--- config.mk ---
export PLATFORM = sky130hd
export DESIGN_NAME = pidb_front_flat
export DESIGN_NICKNAME = d
export VERILOG_FILES = /design/src/rtl/core/pidb_pkg.sv /design/src/rtl/core/pidb_if.sv /design/src/rtl/core/pidb_front.sv /design/src/flat_wrapper.sv
export SDC_FILE = /design/constraint.sdc
export NUM_CORES = 1
export LEC_CHECK = 0
export BUFFER_PORTS_ARGS = -buffer_cell sky130_fd_sc_hd__buf_2
export CORE_ASPECT_RATIO = 1.5
export CORE_MARGIN = 3
export CORE_UTILIZATION = 54
export CTS_CLUSTER_SIZE = 16
export DETAILED_ROUTE_END_ITERATION = 6
export GPL_TIMING_DRIVEN = 0
export PLACE_DENSITY = 0.93
export SYNTH_ARGS = -nofsm -noshare
export SYNTH_HDL_FRONTEND = slang
export SYNTH_SLANG_ARGS = --single-unit
--- constraint.sdc ---
create_clock -name clk_i -period 6.94 [get_ports clk_i]
set_input_delay 1.388 -clock clk_i [delete_from_list [all_inputs] [get_ports clk_i]]
set_output_delay 1.388 -clock clk_i [all_outputs]
set_load 0.05 [all_outputs]
--- src/rtl/core/pidb_pkg.sv ---
// Package for the PID controller block: widths, constants, codes and shared types.
// No dependencies; imported by every other file of the block.
package pidb_pkg;

  // Value and fixed point widths
  localparam int VW  = 32;  // signed Q16.16 values
  localparam int FW  = 16;  // fraction bits
  localparam int GW  = 31;  // gain and period register width
  localparam int TFB = 32;  // fraction bits of the step time
  localparam int TW  = 42;  // step time width
  localparam int EW  = 33;  // elapsed-ms step time width
  localparam int PTW = 48;  // proportional term width (signed)
  localparam int KKW = 46;  // kd*kp width

  // Multiplier: A operand by B operand taken in MD-bit digits
  localparam int MA = 64;
  localparam int MB = 48;
  localparam int MD = 16;
  localparam int PW = MA + MB;
  localparam int MW = 63;   // capped signed product width

  // Divider
  localparam int QW = 47;
  localparam int CW = $clog2(QW + 1);
  localparam int DIV_DER_N = 31;

  // Input queue depth
  localparam int QD = 2;

  localparam logic [26:0] STEP_C = 27'd71725954;
  localparam logic [16:0] MS_C   = 17'd71726;
  localparam logic [MW-2:0] CAP  = {1'b1, 61'd0};

  localparam logic signed [VW-1:0] VMAX = {1'b0, {(VW-1){1'b1}}};
  localparam logic signed [VW-1:0] VMIN = {1'b1, {(VW-1){1'b0}}};
  localparam logic signed [VW-1:0] OUT_HIGH_RST = 32'sd6553600;
  localparam logic signed [VW-1:0] OUT_LOW_RST  = -32'sd6553600;

  typedef enum logic [1:0] {
    LIM_NONE = 2'd0,
    LIM_HIGH = 2'd1,
    LIM_LOW  = 2'd2
  } lim_e;

  typedef enum logic [2:0] {
    REG_KP     = 3'd0,
    REG_KI     = 3'd1,
    REG_KD     = 3'd2,
    REG_PERIOD = 3'd3,
    REG_HIGH   = 3'd4,
    REG_LOW    = 3'd5,
    REG_REINIT = 3'd6
  } reg_e;

  typedef enum logic [1:0] {
    SH_FRAC = 2'd0,
    SH_HALF = 2'd1,
    SH_STEP = 2'd2
  } shift_e;

  typedef struct packed {
    logic [GW-1:0]        kp;
    logic [GW-1:0]        ki;
    logic [GW-1:0]        kd;
    logic [GW-1:0]        period;
    logic signed [VW-1:0] hi;
    logic signed [VW-1:0] lo;
    logic                 reinit;
  } cfg_t;

  // One classified request waiting for the back end
  typedef struct packed {
    logic signed [VW-1:0] meas;
    logic signed [VW-1:0] err;
    logic [EW-1:0]        tf_ms;
    logic                 use_period;
  } item_t;

  typedef struct packed {
    logic          start;
    logic [MA-1:0] a;
    logic [MB-1:0] b;
    shift_e        sh;
    logic          neg;
  } mul_req_t;

  typedef struct packed {
    logic          start;
    logic [TW-1:0] rem;
    logic [QW-1:0] dvd;
    logic [CW-1:0] n;
    logic [TW-1:0] d;
  } div_req_t;

  // Saturate to the signed value range
  function automatic logic signed [VW-1:0] sat_v(input logic signed [63:0] v);
    logic signed [VW-1:0] r;
    if (v > 64'(VMAX)) begin
      r = VMAX;
    end else if (v < 64'(VMIN)) begin
      r = VMIN;
    end else begin
      r = v[VW-1:0];
    end
    return r;
  endfunction

endpackage

--- src/rtl/core/pidb_if.sv ---
// Channel interfaces of the PID controller: input request, result and config write.
// Depends on pidb_pkg.
interface pidb_in_if;
  import pidb_pkg::*;
  logic                 valid;
  logic                 ready;
  logic signed [VW-1:0] measured;
  logic signed [VW-1:0] setpoint;
  logic [15:0]          elapsed_ms;
  modport source (output valid, measured, setpoint, elapsed_ms, input ready);
  modport sink (input valid, measured, setpoint, elapsed_ms, output ready);
endinterface


--- src/rtl/core/pidb_front.sv ---
// Front end: takes requests, forms the saturated error and the elapsed-time step,
// and holds them in a two-entry queue. Depends on pidb_pkg and pidb_if.
module pidb_front (
  input  logic            clk_i,
  input  logic            rst_ni,
  input  pidb_pkg::cfg_t  cfg_i,
  pidb_in_if.sink         req_i,
  output logic            q_valid_o,
  output pidb_pkg::item_t q_item_o,
  input  logic            q_ready_i
);
  import pidb_pkg::*;

  localparam int PTRW = $clog2(QD);

  item_t                fifo_q [QD];
  logic [PTRW-1:0]      wr_ptr_q, wr_ptr_d, rd_ptr_q, rd_ptr_d;
  logic [PTRW:0]        cnt_q, cnt_d;
  logic                 push, pop;
  logic signed [VW:0]   err_w;
  item_t                item_new;

  // Classify the incoming request
  always_comb begin
    err_w               = $signed({req_i.setpoint[VW-1], req_i.setpoint})
                        - $signed({req_i.measured[VW-1], req_i.measured});
    item_new.meas       = req_i.measured;
    item_new.err        = sat_v(64'(err_w));
    item_new.tf_ms      = cfg_i.reinit ? '0 : EW'(req_i.elapsed_ms) * EW'(MS_C);
    item_new.use_period = (cfg_i.period != '0);
  end

  assign req_i.ready = (cnt_q != (PTRW+1)'(QD));
  assign push        = req_i.valid && req_i.ready;
  assign q_valid_o   = (cnt_q != '0);
  assign pop         = q_valid_o && q_ready_i;
  assign q_item_o    = fifo_q[rd_ptr_q];

  // Queue pointers
  always_comb begin
    wr_ptr_d = wr_ptr_q;
    rd_ptr_d = rd_ptr_q;
    cnt_d    = cnt_q;
    if (push) begin
      wr_ptr_d = wr_ptr_q + 1'b1;
    end
    if (pop) begin
      rd_ptr_d = rd_ptr_q + 1'b1;
    end
    if (push && !pop) begin
      cnt_d = cnt_q + 1'b1;
    end else if (pop && !push) begin
      cnt_d = cnt_q - 1'b1;
    end
  end

  always_ff @(posedge clk_i or negedge rst_ni) begin
    if (!rst_ni) begin
      wr_ptr_q <= '0;
      rd_ptr_q <= '0;
      cnt_q    <= '0;
    end else begin
      wr_ptr_q <= wr_ptr_d;
      rd_ptr_q <= rd_ptr_d;
      cnt_q    <= cnt_d;
    end
  end

  // Queue storage
  always_ff @(posedge clk_i) begin
    if (push) begin
      fifo_q[wr_ptr_q] <= item_new;
    end
  end

`ifndef SYNTHESIS
  a_cnt_range: assert property (@(posedge clk_i) disable iff (!rst_ni)
    cnt_q <= (PTRW+1)'(QD)) else $error("queue count beyond depth");
  a_full_stall: assert property (@(posedge clk_i) disable iff (!rst_ni)
    (cnt_q == (PTRW+1)'(QD)) |-> !req_i.ready) else $error("full queue takes a request");
  a_cnt_inc: assert property (@(posedge clk_i) disable iff (!rst_ni)
    (push && !pop) |=> (cnt_q == $past(cnt_q) + 1'b1)) else $error("queue count lost a push");
`endif

endmodule

--- src/flat_wrapper.sv ---
// flat-port wrapper written by rule: the top's interface ports become plain ports
module pidb_front_flat import pidb_pkg::*;
  (clk_i, rst_ni, cfg_i, q_valid_o, q_item_o, q_ready_i, req_i_valid, req_i_measured, req_i_setpoint, req_i_elapsed_ms, req_i_ready);
  pidb_in_if req_i_i ();
  input  logic clk_i;
  input  logic rst_ni;
  input  pidb_pkg::cfg_t cfg_i;
  output logic q_valid_o;
  output pidb_pkg::item_t q_item_o;
  input  logic q_ready_i;
  input wire logic [$bits(req_i_i.valid)-1:0] req_i_valid;
  input wire logic [$bits(req_i_i.measured)-1:0] req_i_measured;
  input wire logic [$bits(req_i_i.setpoint)-1:0] req_i_setpoint;
  input wire logic [$bits(req_i_i.elapsed_ms)-1:0] req_i_elapsed_ms;
  output wire logic [$bits(req_i_i.ready)-1:0] req_i_ready;
  assign req_i_i.valid = req_i_valid;
  assign req_i_i.measured = req_i_measured;
  assign req_i_i.setpoint = req_i_setpoint;
  assign req_i_i.elapsed_ms = req_i_elapsed_ms;
  assign req_i_ready = req_i_i.ready;
  pidb_front u_core (.clk_i(clk_i), .rst_ni(rst_ni), .cfg_i(cfg_i), .req_i(req_i_i), .q_valid_o(q_valid_o), .q_item_o(q_item_o), .q_ready_i(q_ready_i));
endmodule
==> flow_summary_export.csv <==
group,metric,value,unit
floorplanning,die_x,137,um
yosys,ys_seq_area_share,42.9,%
yosys,synthCells,1165,
setup_path,critical_path_depth,20,
setup_path,cp.required,7.15,ns
yosys,synth_compound_area_share,9.57,%
timing,maxSlewHeadroom,21.9,%
route,wl_met2,18.8,mm
pwr,vdd_drop_max,0.382,mV
clock_network,clock_latency,0.45,ns
timing,fmaxAchievable,0.150,GHz
timing,drv_slew,0,
route,m1WireLength,12.2,mm
setup_path,startpoint,"req_i_elapsed_ms[7]",
yosys,synthXorXnorAreaFrac,2.85,%
timing,rsz0062_at_grt,"false",
status,status,"complete, no violations",
floorplanning,rows,71,
yosys,yosys.area_share.adder,23.6,%
yosys,ys.flop_type,"edfxtp_1",
yosys,synth_mux_area_share,8.59,%
route,wl_per_cell,20.9,um
timing,fin_crit,6.67,ns
yosys,yosys_warnings,0,
cells_and_area,multi_input_area,0.00707,sq mm
setup_path,path_cells,"buf_2, ha_1, ha_1, fa_1, inv_1, fa_1, inv_1, fa_1, inv_1, fa_1, inv_1, ha_1, and4_1, a31o_2, a41oi_1, o21a_1, a31oi_1, o211a_1, a311oi_2, mux2_2",
timing,clock_skew,0.0116,ns
setup_path,crit_buf_inv,5,
route,dr.pass1.iters,5,
cells_and_area,register_area,0.00593,sq mm
timing,finalSetupViolations,0,
cells_and_area,final_core_util,63.8,%
setup_path,slowest_delay,0.58,ns
placement,portBuffers,214,
timing,finalSetupTns,0,ns
timing,worst_slew_pin_slew,1.16,ns
pwr,p_clk_share,14.6,%
yosys,synth_top_family_by_area,"adder cells",
yosys,yosys_register_bits,198,
yosys,synth_area,0.0138,sq mm
placement,globalplace.congestion,0.938,
route,top_layer,"met4",
global_route,grt_pass1_wl,55.9,mm
cells_and_area,final_nets,1900,
global_route,grtUsageTotal,26.7,%
pwr,p_int,3.76,mW
clock_network,clkSlewWorstSetupHoldPaths,0.08,ns
clock_network,cts-root-buf,"clkbuf_16",
timing,fin_ws,0.268,ns
route,drtIter0Drc,907,
clock_network,cts_tree,"yes",
route,vias,10100,
run,cap_violations,0,
setup_path,r2r_cells,5,
floorplanning,die-area,0.0276,sq mm
global_route,grt_start_max_net_pins,57,
clock_network,cts_buffers,17,
timing,finalCritPeriodShare,96.1,%
setup_path,cp.arrival,6.88,ns
pwr,p_leak,7.21,nW
pwr,combPwrFrac,58.8,%
floorplanning,io_pins,373,
route,ant_nets,0,
yosys,async_flop_share,2.02,%
floorplanning,fp.dieH,202,um
route,wl_met3,3.18,mm
clock_network,h-tree-depth,4,
route,drt_wl_total,36.4,mm
cells_and_area,stdcell_count,1744,
setup_path,crit_path_start_kind,"primary input",
cells_and_area,layout-area-overhead-vs-synth,16.2,%
yosys,synth.distinct_cells,66,
clock_network,clkSinkCount,198,
setup_path,crit_slowest_cell,"fa_1",
cells_and_area,nFillCells,1749,
clock_network,cts_setup_buffers,0,
placement,pre_cts_ws,-0.236,ns
hold_path,whs_path_depth,1,
clock_network,clock_path_buffers,2,
timing,hold_viol_final,0,
route,viasPerCell,5.81,
yosys,synth_area_per_cell,11.9,sq um
floorplanning,core,0.0251,sq mm
yosys,synth_edf_count,194,
pwr,switching_share,47.7,%
setup_path,crit_type,"primary input to flip-flop",
hold_path,worstHoldStart,"u_core.cnt_q[1]",
global_route,grt_pass1_vias,10600,
setup_path,cp-end-kind,"flip-flop",
setup_path,cp_top_family,"adder cells",
placement,dp_hpwl,28.1,mm
global_route,overflow,0,
placement,placed_cells,1711,
route,route.detailed.drc,0,
pwr,power_frac_seq,26.6,%
setup_path,crit_fanout,5,
pwr,p_sw,3.43,mW
cells_and_area,drive_gt1_share,26.6,%
hold_path,min_path_type,"flip-flop to flip-flop",
global_route,antenna_found_initial,1,
setup_path,reg2reg_from,"u_core.cnt_q[0]",
yosys,syn_nets,1663,
floorplanning,initial_utilization,54.9,%
pwr,powerDensity,448,mW/mm^2
yosys,synth-simple-area-share,6.43,%
[Yosys cell counts, types with 11 or more instances]
cell type / number / area, sq um
edfxtp_1: 194 / 5830
inv_1: 182 / 683
ha_1: 171 / 2140
mux2_2: 102 / 1150
a21oi_1: 55 / 275
fa_1: 54 / 1080
nor2_1: 47 / 176
nand2_1: 33 / 124
xnor2_1: 27 / 236
a21o_1: 25 / 188
clkbuf_1: 24 / 90.1
o21ai_0: 24 / 120
xor2_1: 18 / 158
o21ai_1: 17 / 85.1
nor2b_1: 14 / 87.6
nor3_1: 14 / 70.1
nand3_1: 12 / 60.1
nand2b_1: 11 / 68.8
o21a_1: 11 / 82.6
[state kept, by name, indices dropped and copies added, names as in the netlist]
register         count
u_core.fifo_q      194
u_core.rd_ptr_q      1
u_core.cnt_q         2
u_core.wr_ptr_q      1
[final timing paths]
kind                                        end  slack, ns
min                             u_core.cnt_q[1]       0.53
min reg2reg                     u_core.cnt_q[1]       0.53
min in group asynchronous       u_core.cnt_q[0]       0.73
max                        u_core.fifo_q[1][33]       0.27
max reg2reg                u_core.fifo_q[0][37]       4.87
max in group asynchronous       u_core.rd_ptr_q       6.09
[power groups by stage]
stage,clock network (mW),logic (mW),registers (mW)
after floorplan,0,3.17,1.93
after global placement,0,4.00,1.96
after detailed placement,0,4.17,1.93
after CTS,1.06,4.20,1.91
after global routing,1.10,4.56,1.93
final,1.05,4.23,1.91
[cell usage in the layout, fill, tap and decap left out, drive strengths merged, types with 12 or more instances in the layout]
| cell | n |
|---|---|
| o21ai | 42 |
| nor2 | 47 |
| a21o | 25 |
| clkbuf | 42 |
| nor3 | 14 |
| fa | 54 |
| nand2 | 33 |
| mux2 | 103 |
| xor2 | 18 |
| ha | 171 |
| xnor2 | 27 |
| nor2b | 14 |
| inv | 189 |
| a21oi | 56 |
| nand3 | 12 |
| edfxtp | 194 |
| buf | 226 |
[per-layer routing]
| layer | up-vias | GRT usage [%] |
|---|---|---|
| met5 | - | 0 |
| met4 | 0 | 16.3 |
| met3 | 137 | 6.30 |
| met2 | 585 | 47.7 |
| met1 | 4784 | 27.6 |
| li1 | 4633 | - |
[area by class of cell]
| cell class | instances | share of cell area [%] |
|---|---|---|
| multi-input combinational | 752 | 44.1 |
| sequential | 198 | 36.9 |
| timing repair buffer | 218 | 7.27 |
| inverter | 183 | 4.28 |
| clock buffer | 18 | 2.74 |
| tap | 328 | 2.56 |
| clock inverter | 14 | 1.22 |
| buffer | 32 | 0.881 |
| antenna | 1 | 0.0156 |
[metrics by stage]
| stage | instance area, sq um | power, mW | hold slack [ns] |
|---|---|---|---|
| final | 16000 | 7.18 | 0.532 |
| after global routing | 16000 | 7.60 | 0.531 |
| after CTS | 16000 | 7.17 | 0.526 |
| after detailed placement | 15400 | 6.10 | 0.498 |
| after global placement | 15300 | 5.96 | 0.471 |
| after floorplan | 13800 | 5.10 | 0.457 |
[kinds of logic after synthesis]
kind of cell | Yosys count
compound gates | 196
simple gates | 177
fa+ha+maj | 229
mux | 104
flops | 198
xor+xnor | 45
buf+inv | 215
other cells | 1
[what timing repair did]
item,4_1_cts,5_1_grt
resized for setup,0,1
setup endpoints to repair,0,2
endpoints found under the hold margin,0,0
hold buffers,0,0
[worst register-to-register path: stages, from the launching register on]
cell,delay (ns)
dfrtp_1,0.43
nand2b_1,0.18
nand2_1,0.15
nor2_4,0.49
buf_16,0.25
buf_12,0.25
Power figures use the tool's default switching activity.
